### config.mk
export PLATFORM = sky130hd
export DESIGN_NAME = rgbcf_tap_cell
export DESIGN_NICKNAME = d
export VERILOG_FILES = /design/src/sv/rgbcf_pkg.sv /design/src/sv/rgbcf_tap_cell.sv
export SDC_FILE = /design/constraint.sdc
export NUM_CORES = 1
export LEC_CHECK = 0
export BUFFER_PORTS_ARGS = -buffer_cell sky130_fd_sc_hd__buf_2
export CAP_MARGIN = 20
export CORE_MARGIN = 5
export CORE_UTILIZATION = 50
export CTS_CLUSTER_DIAMETER = 80
export DETAILED_ROUTE_END_ITERATION = 7
export PLACE_DENSITY = 0.72
export SYNTH_ARGS = -nofsm -noshare
export SYNTH_HDL_FRONTEND = slang
export SYNTH_SLANG_ARGS = --single-unit
### constraint.sdc
create_clock -name i_clk -period 14 [get_ports i_clk]
set_input_delay 2.8 -clock i_clk [delete_from_list [all_inputs] [get_ports i_clk]]
set_output_delay 2.8 -clock i_clk [all_outputs]
set_load 0.02 [all_outputs]
### src/sv/rgbcf_pkg.sv
package rgbcf_pkg;

    localparam int DEF_MAX_WIDTH  = 1024;
    localparam int DEF_MAX_HEIGHT = 4096;
    localparam int DEF_COEF_FRAC  = 12;

    localparam int PIX_W     = 8;
    localparam int RGB_W     = 3 * PIX_W;
    localparam int COEF_W    = 20;
    localparam int PROD_W    = COEF_W + PIX_W + 1;
    localparam int SUM_W     = PROD_W + 4;
    localparam int CFG_W     = 60;
    localparam int CFG_IDX_W = 3;
    localparam int FWIDTH_W  = 11;
    localparam int FHEIGHT_W = 13;
    localparam int FIFO_DEPTH = 8;

    localparam logic [CFG_IDX_W-1:0] REG_FRAME_WIDTH  = 3'd0;
    localparam logic [CFG_IDX_W-1:0] REG_FRAME_HEIGHT = 3'd1;
    localparam logic [CFG_IDX_W-1:0] REG_KERNEL_TOP   = 3'd2;
    localparam logic [CFG_IDX_W-1:0] REG_KERNEL_MID   = 3'd3;
    localparam logic [CFG_IDX_W-1:0] REG_KERNEL_BOT   = 3'd4;

    typedef logic signed [PROD_W-1:0] t_prod;

    typedef struct packed {
        logic               shift;
        logic signed [COEF_W-1:0] coef;
    } t_tap_ctl;

    typedef struct packed {
        logic [PIX_W-1:0] red;
        logic [PIX_W-1:0] green;
        logic [PIX_W-1:0] blue;
        logic             done;
    } t_result;

endpackage

### src/sv/rgbcf_tap_cell.sv
module rgbcf_tap_cell (
    input  logic                        i_clk,
    input  rgbcf_pkg::t_tap_ctl         i_ctl,
    input  logic [rgbcf_pkg::RGB_W-1:0] i_pix,
    output logic [rgbcf_pkg::RGB_W-1:0] o_pix,
    output rgbcf_pkg::t_prod            o_prod [3]
);

    logic [rgbcf_pkg::RGB_W-1:0]         r_pix;
    logic signed [rgbcf_pkg::COEF_W-1:0] r_cf;
    rgbcf_pkg::t_prod                    r_prod [3];

    always_ff @(posedge i_clk) begin
        if (i_ctl.shift) begin
            r_pix <= i_pix;
            r_cf  <= i_ctl.coef;
        end
        for (int ch = 0; ch < 3; ch++) begin
            // drop a zero-weight tap outright, its pixel may be a stale store entry
            if (r_cf == '0) begin
                r_prod[ch] <= '0;
            end else begin
                r_prod[ch] <= r_cf *
                    $signed({1'b0, r_pix[ch*rgbcf_pkg::PIX_W +: rgbcf_pkg::PIX_W]});
            end
        end
    end

    assign o_pix  = r_pix;
    assign o_prod = r_prod;

endmodule

==> run summary <==
=================================================================================================
Crit path time final                                                                      5520 ps
Average via count per standard cell                                                          5.25
Status                                                                               complete, no violations
Cell type contributing the most total cell area after synthesis                              fa_1
Post-synthesis instance area                                                            21000 um2
Worst setup SP type                                                                     flip-flop
DR DRC count                                                                                    0
Fmax                                                                                    0.181 GHz
Post-CTS setup buffer count                                                                     0
RSZ-0062 raised after global routing                                                        false
Wire length of the first global-routing pass                                             82300 um
Clock-pin slew of the registers on the worst-case setup and hold paths                      60 ps
Worst-Margin Slew                                                                         1170 ps
DRT iter0 DRCs                                                                                859
Layout cells sized above 1                                                                  8.60%
Area delta synth->final                                                                     7.61%
Layout Skew                                                                               19.3 ps
Part of the Yosys area used for sequential elements                                         14.6%
Vias after detailed routing                                                                 15500
Num Clock Sinks                                                                               131
Routed length per instance                                                                16.2 um
Most frequently used flop master after synthesis                                          dfxtp_1
Number of nets with antenna violations after detailed routing                                   0
Proportion of netlist area held by the largest area contributor                             36.0%
Last weighted congestion value of the routability-driven placer                             0.949
Maximum number of pins on one net before global-route repair                                   45
Number of gates resized after cts                                                               0
Clk buf depth                                                                                   2
Total detailed-routing wirelength                                                        47800 um
Final Hold Fails                                                                                0
Crit path kind                                                                       flip-flop to flip-flop
Vias in the first global route                                                              17000
Number of primary I/O pins                                                                    157
Post-synth EDFFs                                                                               44
Data arrival time of the critical path                                                    5880 ps
Flip-flop and latch count after synthesis                                                     131
Global-route total usage across every layer                                                 21.7%
Async set-or-reset flop fraction in the synthesized netlist                                    0%
Number of slew-limit violations in the final report                                             0
Commonest non-fill, non-tap cells in the layout                                      inv_1, fa_1, nand2_1
DIE AREA                                                                                46200 um2
Ant. Diodes                                                                                     0
Total nets after synthesis                                                                   2939
Worst min-delay path class                                                           flip-flop to flip-flop
Sort of element at the end of the critical path                                         flip-flop
Most area-consuming cells after synthesis                                            fa_1, ha_1, inv_1
Die height                                                                                 215 um
Sum of negative setup slack                                                                  0 ps
Nets                                                                                         3005
Antenna violations before repair                                                                0
Max-cap check violation count                                                                   0
Leading cell type in the layout, fill and taps excluded                                     inv_1
Total grt overflow                                                                              0
Required time of the critical path                                                       14360 ps
Latest clock arrival within the worst-skew pair                                            470 ps
Library cell used as clock root buffer                                                  clkbuf_16
Multi-input gate area                                                                   15400 um2
Count of hold-fix buffers inserted at cts                                                       0
FP Rows                                                                                        75
Number of CTS-inserted buffers                                                                 17
Fill cell total of the finished layout                                                       3730
Input/output buffers                                                                          156
Total area of sequential cells                                                           3060 um2
Total iterations of the first detailed-routing run                                              5
Final worst-path cycle share                                                                39.4%
YS warnings                                                                                     0
Post-Synthesis Mean Instance Area                                                        8.97 um2
HPWL reported at the end of detailed placement                                           37400 um
Clock tree from TritonCTS                                                                   built
Number of distinct library cell variants in the gate-level netlist after synthesis             68
Total core area                                                                         41800 um2
Maximum level of the CTS H-tree                                                                 4
Critical path peak fanout                                                                      25
Final Setup Violations                                                                          0
Initial Util                                                                                50.3%
Synth Instances                                                                              2341
Relative slew margins                                                                       21.8%
Die outline width                                                                          215 um
=================================================================================================
-- per-stage QoR --
| step | cells | hold slack [ps] | setup WS, ps | area [um2] | utilization, % |
|---|---|---|---|---|---|
| 2_1_floorplan | 2341 | 539 | 9250 | 21000 | - |
| 3_3_place_gp | 2926 | 986 | 8710 | 22000 | 52.7 |
| 3_5_place_dp | 2926 | 991 | 8610 | 22000 | 52.7 |
| 4_1_cts | 2958 | 1000 | 8570 | 22600 | 54.1 |
| 5_1_grt | 2959 | 1060 | 8170 | 22600 | 54.1 |
| 6_report | 2959 | 1030 | 8480 | 22600 | 54.1 |
-- state kept, by name, summed over array words and instances (netlist names) --
name	count
o_prod	87
o_pix	24
r_cf	20
-- path summary, 6_finish.rpt --
path,startpoint,to,slack [ps],cells past startpoint
hold reg to reg,o_pix[8],o_prod[29],1030,1
setup reg to reg,r_cf[19],o_prod[28],8480,16
hold / removal,o_pix[8],o_prod[29],1030,1
setup / recovery,r_cf[19],o_prod[28],8480,16
-- worst max-delay path: stages (launching register included) --
cell      delay [ps]
edfxtp_1        1050
nand2_1          310
fa_1             700
fa_1             550
inv_1             60
fa_1             530
inv_1             50
fa_1             470
inv_1             40
ha_1             340
a21oi_1          190
o21ai_0          140
a31oi_1          290
o21ai_0          160
a31oi_1          220
a21oi_1           90
nor3b_1          230
-- kinds of logic (layout without fill, tap and decap cells) --
kind of cell	after synthesis	after routing	share of synthesized area (%)
multiplexers	3	3	0.143
AND/OR/NAND/NOR	685	685	16.2
XOR/XNOR	66	66	2.75
AO/OA/AOI/OAI	251	251	7.98
adder cells (fa/ha/maj)	552	552	46.4
buffers and inverters	653	732	12.0
flip-flops	131	131	14.6
-- per-layer routing --
layer,track usage (%),up-vias,wire length [um]
li1,-,7177,-
met2,39.0,479,24600
met3,5.00,63,3070
met4,6.16,0,849
met5,0,-,0
met1,26.3,7810,19400
-- cell type report --
cell class	count	area share [%]
multi-input cells	1557	68.3
flip-flops and latches	131	13.6
clock buffers	21	2.18
repair buffers	161	3.71
well taps	539	2.98
inverters	539	8.95
clock inverters	11	0.332
-- cells in the mapped netlist (all sizes together), types with 17 or more instances --
cell type / n
inv: 539
fa: 378
nand2: 272
and2: 268
ha: 174
clkbuf: 105
dfxtp: 87
nor2: 77
a21oi: 68
o21ai: 48
a21o: 44
edfxtp: 44
xnor2: 39
xor2: 27
nor3: 17
Power is left out: the tool's default activity adds up to more than one toggle a clock period on the data nets, which glitch-free logic cannot reach.
