**src/sv/rgbcf_pkg.sv**
```systemverilog
package rgbcf_pkg;

    localparam int DEF_MAX_WIDTH  = 1024;
    localparam int DEF_MAX_HEIGHT = 4096;
    localparam int DEF_COEF_FRAC  = 12;

    localparam int PIX_W     = 8;
    localparam int RGB_W     = 3 * PIX_W;
    localparam int COEF_W    = 20;
    localparam int PROD_W    = COEF_W + PIX_W + 1;
    localparam int SUM_W     = PROD_W + 4;
    localparam int CFG_W     = 60;
    localparam int CFG_IDX_W = 3;
    localparam int FWIDTH_W  = 11;
    localparam int FHEIGHT_W = 13;
    localparam int FIFO_DEPTH = 8;

    localparam logic [CFG_IDX_W-1:0] REG_FRAME_WIDTH  = 3'd0;
    localparam logic [CFG_IDX_W-1:0] REG_FRAME_HEIGHT = 3'd1;
    localparam logic [CFG_IDX_W-1:0] REG_KERNEL_TOP   = 3'd2;
    localparam logic [CFG_IDX_W-1:0] REG_KERNEL_MID   = 3'd3;
    localparam logic [CFG_IDX_W-1:0] REG_KERNEL_BOT   = 3'd4;

    typedef logic signed [PROD_W-1:0] t_prod;

    typedef struct packed {
        logic               shift;
        logic signed [COEF_W-1:0] coef;
    } t_tap_ctl;

    typedef struct packed {
        logic [PIX_W-1:0] red;
        logic [PIX_W-1:0] green;
        logic [PIX_W-1:0] blue;
        logic             done;
    } t_result;

endpackage

```
**src/sv/rgbcf_out_fifo.sv**
```systemverilog
module rgbcf_out_fifo (
    input  logic                 i_clk,
    input  logic                 i_rst_n,
    input  logic                 i_push,
    input  rgbcf_pkg::t_result   i_data,
    input  logic                 i_pop,
    output rgbcf_pkg::t_result   o_data,
    output logic [$clog2(rgbcf_pkg::FIFO_DEPTH+1)-1:0] o_count
);

    localparam int AW = $clog2(rgbcf_pkg::FIFO_DEPTH);
    localparam int CW = $clog2(rgbcf_pkg::FIFO_DEPTH+1);

    rgbcf_pkg::t_result r_mem [rgbcf_pkg::FIFO_DEPTH];
    logic [AW-1:0] r_wr, r_rd;
    logic [CW-1:0] r_cnt;

    always_ff @(posedge i_clk) begin
        if (i_push) begin
            r_mem[r_wr] <= i_data;
        end
        if (!i_rst_n) begin
            r_wr  <= '0;
            r_rd  <= '0;
            r_cnt <= '0;
        end else begin
            if (i_push) r_wr <= r_wr + AW'(1);
            if (i_pop)  r_rd <= r_rd + AW'(1);
            r_cnt <= r_cnt + CW'(i_push) - CW'(i_pop);
        end
    end

    assign o_data  = r_mem[r_rd];
    assign o_count = r_cnt;

endmodule

```
**config.mk**
```make
export PLATFORM = sky130hd
export DESIGN_NAME = rgbcf_out_fifo
export DESIGN_NICKNAME = d
export VERILOG_FILES = /design/src/sv/rgbcf_pkg.sv /design/src/sv/rgbcf_out_fifo.sv
export SDC_FILE = /design/constraint.sdc
export NUM_CORES = 1
export LEC_CHECK = 0
export ABC_CLOCK_PERIOD_IN_PS = 8500
export BUFFER_PORTS_ARGS = -buffer_cell sky130_fd_sc_hd__buf_2
export CORE_MARGIN = 1
export CORE_UTILIZATION = 60
export CTS_BUF_LIST = sky130_fd_sc_hd__clkbuf_8
export DETAILED_ROUTE_END_ITERATION = 7
export GPL_TIMING_DRIVEN = 0
export HOLD_SLACK_MARGIN = 0.15
export PLACE_DENSITY = 0.82
export RECOVER_POWER = 50
export SYNTH_ARGS = -nofsm -noshare
export SYNTH_HDL_FRONTEND = slang
export SYNTH_SLANG_ARGS = --single-unit
```
**constraint.sdc**
```tcl
create_clock -name i_clk -period 8.5 [get_ports i_clk]
set_clock_uncertainty 0.05 [all_clocks]
set_input_delay 1.275 -clock i_clk [delete_from_list [all_inputs] [get_ports i_clk]]
set_output_delay 1.275 -clock i_clk [all_outputs]
set_load 0.01 [all_outputs]
```
==> flow_metrics.py, run 1 <==
metrics = {
    "clocking": {
        "worstSkewPairLatency_ns": 0.47,
        "cts_root_buf": "sky130_fd_sc_hd__clkbuf_8",
        "clk_pin_slew_ns": 0.06,
        "cts_max_level": 2,
        "post-cts-setup-buffer-count": 0,
        "clock_tree_from_tritoncts": "built",
        "clkSinkCount": 213,
        "cts_max_path_buffers": 3,
        "cts-buffers-inserted": 34,
        "cts_hold_buffers_added": 0,
        "post_cts_resize_count": 0,
    },
    "sta": {
        "final_max_slew_viol_count": 0,
        "report.final.hold_viol_count": 0,
        "timing.final.crit_period_ns": 3.721,
        "final_worst_path_period_share_pct": 43.78,
        "max_freq_ghz": 0.2687,
        "actual_slew_at_the_worst_max_slew_pin_ns": 1.208,
        "timing.max_slew.rel_slack_pct": 18.83,
        "rsz0062_at_grt": "no",
        "timing.final.setup_violations": 0,
        "timing.setup.tns_ns": 0,
    },
    "synthesis": {
        "synthesis.area_per_instance_um2": 23.35,
        "async_reset_ff_share_pct": 0,
        "synth.net_count": 391,
        "ranking_of_synthesized_cells_by_area": "sky130_fd_sc_hd__edfxtp_1 (72%), sky130_fd_sc_hd__mux4_1 (16%), sky130_fd_sc_hd__mux2_2 (3.4%)",
        "yosys_warnings": 0,
        "post-synth-top-count-cell": "sky130_fd_sc_hd__edfxtp_1",
        "netlist.area_leader.share_pct": 72.44,
        "synthesized_flop_and_latch_total": 213,
        "post_synth_inst_count": 355,
        "synth_seq_area_share_pct": 75.58,
        "post_synth_num_cell_types": 22,
        "synth-edff-count": 200,
        "post-synth-top-area-cell": "sky130_fd_sc_hd__edfxtp_1",
        "synth_area_um2": 8290,
        "synth_top_flop_cell": "sky130_fd_sc_hd__edfxtp_1",
        "synth_common_cells": "sky130_fd_sc_hd__edfxtp_1 (200), sky130_fd_sc_hd__mux4_1 (50), sky130_fd_sc_hd__mux2_2 (25), sky130_fd_sc_hd__nor2_1 (15), sky130_fd_sc_hd__dfxtp_1 (13)",
    },
    "drt": {
        "route.detailed.vias_per_inst": 5.871,
        "route.detailed.wl_per_inst_um": 21.83,
        "detailedRoute.firstIterationViolations": 274,
        "routed_wirelength_mm": 14.26,
        "drt-pass1-iter-count": 4,
        "total_via_count_in_the_routed_design": 3834,
        "ant_nets": 0,
        "route.detailed.drc": 0,
    },
    "floorplan": {
        "num_io_pins": 58,
        "core-area_um2": 13350,
        "rows": 42,
        "die-height_um": 119.5,
        "die_area_um2": 14290,
        "die_boundary_width_um": 119.5,
        "initial_utilization_pct": 62.11,
    },
    "setup_path": {
        "reg2reg_slack_ns": 5.97,
        "r2r_start": "r_wr[2]",
        "critPathRequiredTime_ns": 7.17,
        "most_frequent_cell_on_critical_path": "sky130_fd_sc_hd__buf_1",
        "worstPathMaxFanout": 10,
        "timing.critical_path.from_type": "register",
        "max_stage_delay_ns": 0.55,
        "critical_path.cell_chain": "buf_1 > buf_1 > mux4_1 > mux2_2 > buf_2",
        "worst-r2r-cell-count": 5,
        "critical_path.endpoint": "o_data[0]",
        "cpMaxStageDelayCell": "sky130_fd_sc_hd__buf_1",
        "reg2reg_to": "r_mem[0][10]",
        "arrival_ns": 2.40,
        "end_kind": "output pin",
        "worst-setup-path-type": "reg -> out",
    },
    "power_and_ir_drop": {
        "ir_worst_vdd_mv": 0.1191,
        "internal_power_w": 0.001713,
        "switching_share_pct": 22.05,
        "power.density_cell_area_nw_per_um2": 231.3,
        "p_leak_nw": 3.190,
        "p_clk_share_pct": 36.1,
        "power_frac_comb_pct": 9.5,
        "fin_total_pwr_w": 0.002197,
        "seq_power_share_pct": 54.4,
        "p_switching_w": 0.0004845,
    },
    "flow_run": {
        "drv_cap": 0,
    },
    "hold_path": {
        "hold_start": "r_wr[2]",
        "hold_path_class": "reg -> reg",
    },
    "grt": {
        "gr-total-overflow": 0,
        "grt_max_degree": 26,
        "vias_in_the_first_global_route": 4065,
        "grt_pass1_wl_mm": 21.70,
        "global_route.usage.total_pct": 21.01,
        "grt_antenna_before_repair": 0,
    },
    "placed_design": {
        "port_buffers": 57,
        "dp.final_hpwl_mm": 8.288,
        "globalplace.congestion": 0.6712,
    },
    "outcome": {
        "run_status": "finished clean",
    },
    "layout": {
        "fin_nets": 489,
        "flow.area_growth_from_synthesis_pct": 14.56,
        "final_layout_size_suffix_gt1_share_pct": 23.48,
        "antenna_cells_inserted": 0,
        "fillers": 794,
    },
}
==> layout by cell type (no fill, tap or decap), types with 7 or more instances in the layout <==
cell,instances
sky130_fd_sc_hd__buf_6,10
sky130_fd_sc_hd__clkbuf_8,37
sky130_fd_sc_hd__buf_1,7
sky130_fd_sc_hd__dfxtp_1,13
sky130_fd_sc_hd__inv_1,19
sky130_fd_sc_hd__clkbuf_1,32
sky130_fd_sc_hd__edfxtp_1,200
sky130_fd_sc_hd__mux4_1,50
sky130_fd_sc_hd__mux2_2,25
sky130_fd_sc_hd__nor2_1,9
sky130_fd_sc_hd__buf_2,27
==> stage by stage <==
stage / instance area, um^2 / setup WS [ns] / hold WS [ns] / utilization (%) / instances
after global placement: 8796 / 3.172 / 0.4556 / 65.90 / 588
after CTS: 9540 / 4.761 / 0.4908 / 71.48 / 653
after detailed placement: 8911 / 5.263 / 0.4750 / 66.76 / 593
final: 9498 / 4.779 / 0.4933 / 71.16 / 653
after global routing: 9498 / 4.703 / 0.5265 / 71.16 / 653
after floorplan: 8290 / 4.906 / 0.4347 / - / 355
==> kinds of logic (layout without fill, tap and decap cells) <==
kind of cell,count (synthesis),in the layout,synth area share (%)
XOR/XNOR,6,6,0.6339
flip-flops,213,213,75.58
buffers and inverters,22,144,1.539
AO/OA/AOI/OAI,2,2,0.1207
multiplexers,77,77,19.48
AND/OR/NAND/NOR,28,28,1.494
adder cells (fa/ha/maj),7,7,1.147
==> cell type report <==
class,instances,area [um^2],share of cell area (%)
Sequential cell,213,6266,65.97
Multi-Input combinational cell,120,1947,20.50
Clock buffer,37,509.2,5.362
Timing Repair Buffer,62,307.8,3.241
Tap cell,176,220.2,2.319
Clock inverter,23,120.1,1.265
Buffer,15,101.3,1.067
Inverter,7,26.28,0.2766
==> how the worst min path moves through the flow <==
| stage | to | cells past startpoint |
|---|---|---|
| CTS | r_wr[2] | 2 |
| global route | r_wr[2] | 2 |
| detailed placement | r_wr[2] | 2 |
| global placement | r_wr[2] | 2 |
| floorplan | register | 2 |
| finish | r_wr[2] | 2 |
==> flip-flops by register name (all words and copies together) (netlist names), named ones only <==
register,flops
r_rd,3
r_wr,3
o_count,4
r_mem,200
==> critical path, delay by kind of cell, from the launching register on <==
kind	cells	cell delay, ns
buffers and inverters	3	0.89
muxes	2	0.73
DFF	1	0.31
==> power groups by stage <==
stage,clock [W],combinational [W],sequential [W]
finish,0.000793,0.000208,0.00120
global placement,0,0.000199,0.00122
global route,0.000851,0.000229,0.00120
CTS,0.000808,0.000214,0.00120
floorplan,0,0.000131,0.00122
detailed placement,0,0.000212,0.00122
==> metal layers <==
layer	up-vias	share of wire, %	GRT usage (%)
met3	28	7.1	4.753
met1	1942	41	27.98
met4	0	2.3	9.531
li1	1713	-	-
met2	151	49	33.60
met5	-	0	0
Power figures use the tool's default switching activity.
==> run 2, diff against run 1 <==
Settings changed: ABC_CLOCK_PERIOD_IN_PS 8500 to 3000, CORE_UTILIZATION 60 to 56, PLACE_DENSITY 0.82 to 0.81.
Clock period 8.5 ns to 3 ns, I/O delays scaled along.
==> run 2 against run 1 <==
Final cell count grew 0.92%. Sequential cell count is the same. Global-route usage shrank 1.3 points. Combinational power grew to 2.9 times the previous value. Non-clock buffer count grew 2. Clock power grew to 2.7 times the previous value. Hold slack lost 0.23 ns. Final area is essentially flat. Sequential power grew to 2.8 times the previous value. Power grew to 2.8 times the previous value. Critical path type unchanged.
==> flow_metrics.py, run 2 (synthesis results as in run 1) <==
metrics = {
    "layout": {
        "fin_nets": 491,
        "flow.area_growth_from_synthesis_pct": 14.59,
        "final_layout_size_suffix_gt1_share_pct": 23.79,
        "antenna_cells_inserted": 0,
        "layout.cells.most_common_list": "sky130_fd_sc_hd__edfxtp_1 (200), sky130_fd_sc_hd__mux4_1 (50), sky130_fd_sc_hd__clkbuf_8 (39)",
        "largest_register_ffs": 200,
        "layout.cell_area.non_filler_um2": 9500,
        "register_bank_with_the_most_flops": "r_mem",
        "utilization_pct": 65.62,
        "layout.cells.most_common": "sky130_fd_sc_hd__edfxtp_1",
        "fillers": 918,
    },
    "placed_design": {
        "placed_cell_area_um2": 8929,
        "port_buffers": 57,
        "placement.setup.worst_slack_ns": 0.5760,
        "globalplace.congestion": 0.6613,
        "dp.final_hpwl_mm": 8.699,
    },
    "grt": {
        "grt_pass1_wl_mm": 21.22,
        "grt_antenna_before_repair": 0,
        "vias_in_the_first_global_route": 3899,
        "global_route.usage.total_pct": 19.69,
        "grt_max_degree": 26,
        "gr-total-overflow": 0,
    },
    "sta": {
        "rsz0062_at_grt": "no",
        "report.final.hold_viol_count": 0,
        "actual_slew_at_the_worst_max_slew_pin_ns": 1.366,
        "timing.final.ws_setup_ns": 0.09740,
        "timing.final.setup_violations": 0,
        "timing.setup.tns_ns": 0,
        "max_freq_ghz": 0.3445,
        "timing.max_slew.rel_slack_pct": 8.243,
        "final_max_slew_viol_count": 0,
        "final_worst_path_period_share_pct": 96.75,
        "timing.final.crit_period_ns": 2.903,
    },
    "setup_path": {
        "end_kind": "output pin",
        "most_frequent_cell_on_critical_path": "sky130_fd_sc_hd__clkbuf_1",
        "arrival_ns": 2.40,
        "worstPathMaxFanout": 10,
        "max_stage_delay_ns": 0.63,
        "cpMaxStageDelayCell": "sky130_fd_sc_hd__clkbuf_1",
        "timing.critical_path.from_type": "register",
        "critPathRequiredTime_ns": 2.50,
        "worst-setup-path-type": "reg -> out",
        "critical_path.cell_chain": "clkbuf_1 > clkbuf_1 > mux2_2 > buf_2",
    },
    "clocking": {
        "clkSinkCount": 213,
        "cts_max_path_buffers": 3,
        "cts-buffers-inserted": 34,
        "worstSkewPairLatency_ns": 0.48,
        "cts_max_level": 2,
        "cts_root_buf": "sky130_fd_sc_hd__clkbuf_8",
        "clock_tree_from_tritoncts": "built",
        "clk_pin_slew_ns": 0.06,
    },
    "power_and_ir_drop": {
        "ir_worst_vdd_mv": 0.4389,
        "power.density_cell_area_nw_per_um2": 645.5,
        "p_leak_nw": 3.209,
        "fin_total_pwr_w": 0.006133,
    },
    "floorplan": {
        "num_io_pins": 58,
        "die_area_um2": 15300,
        "rows": 44,
        "die_boundary_width_um": 123.7,
        "initial_utilization_pct": 57.26,
        "die-height_um": 123.7,
        "core-area_um2": 14480,
    },
    "flow_run": {
        "drv_cap": 0,
    },
    "hold_path": {
        "hold_path_class": "in -> reg",
    },
    "drt": {
        "detailedRoute.firstIterationViolations": 263,
        "route.detailed.drc": 0,
        "route.detailed.vias_per_inst": 5.769,
        "ant_nets": 0,
        "routed_wirelength_mm": 14.51,
        "total_via_count_in_the_routed_design": 3802,
        "route.detailed.wl_per_inst_um": 22.01,
        "drt-pass1-iter-count": 5,
    },
    "outcome": {
        "run_status": "finished clean",
    },
}
-- run 2: cell count changes in the layout (fill, tap and decap cells not counted), sizes merged --
| cell | previous run | this run |
|---|---|---|
| clkinv | 9 | 1 |
| clkinvlp | 1 | 0 |
| inv | 19 | 23 |
| clkbuf | 69 | 72 |
| dlygate4sd3 | 0 | 1 |
| bufinv | 1 | 0 |
-- run 2: where the power goes --
part           internal (W)  switching, W  leakage [nW]  total [W]
Sequential          0.00335     0.0000382          1.92    0.00339
Clock               0.00117      0.000980         0.371    0.00215
Combinational      0.000282      0.000311         0.914   0.000593
Total               0.00480       0.00133          3.21    0.00613
-- run 2: cell type report --
type,count,area [um^2],share of cell area (%)
timing repair buffer,64,326.6,3.437
buffer,15,103.9,1.093
clock inverter,17,63.81,0.6717
clock buffer,39,536.8,5.650
inverter,7,26.28,0.2766
tap,184,230.2,2.423
multi-input combinational,120,1947,20.49
sequential,213,6266,65.96
-- run 2: per-stage QoR --
step / hold WS (ns) / std cells
global route: 0.2551 / 659
CTS: 0.1598 / 659
finish: 0.2583 / 659
floorplan: 0.4347 / 355
detailed placement: 0.4867 / 602
global placement: 0.4566 / 596
-- run 2: routing by layer --
layer | vias to the layer above | share of wire [%] | global-route usage (%) | routed length (um)
met5 | - | 0 | 0 | 0
met3 | 22 | 4.8 | 4.029 | 696
li1 | 1716 | - | - | -
met2 | 124 | 54 | 34.38 | 7789
met1 | 1940 | 40 | 24.64 | 5810
met4 | 0 | 1.4 | 6.627 | 208
-- run 2: critical path, delay by kind of cell (launching register included) --
kind | cells | cell delay, ns
multiplexers | 1 | 0.43
flip-flops | 1 | 0.31
buffers and inverters | 3 | 1.17
-- run 2: what timing repair did --
item                                    4_1_cts  5_1_grt
gates resized for setup                       0        2
endpoints found under the setup margin        0        4
hold buffers                                  1        0
endpoints found under the hold margin         1        0
buffers inserted                              0        0
-- run 2: path summary, 6_finish.rpt --
| check | startpoint | to | slack, ns | cells after the start |
|---|---|---|---|---|
| setup / recovery | register | o_data[17] | 0.1 | 4 |
| hold / removal | i_data[19] | r_mem[2][19] | 0.26 | 1 |
| setup reg to reg | r_wr[2] | r_mem[4][16] | 0.51 | 4 |
| hold reg to reg | r_rd[2] | r_rd[2] | 0.51 | 2 |
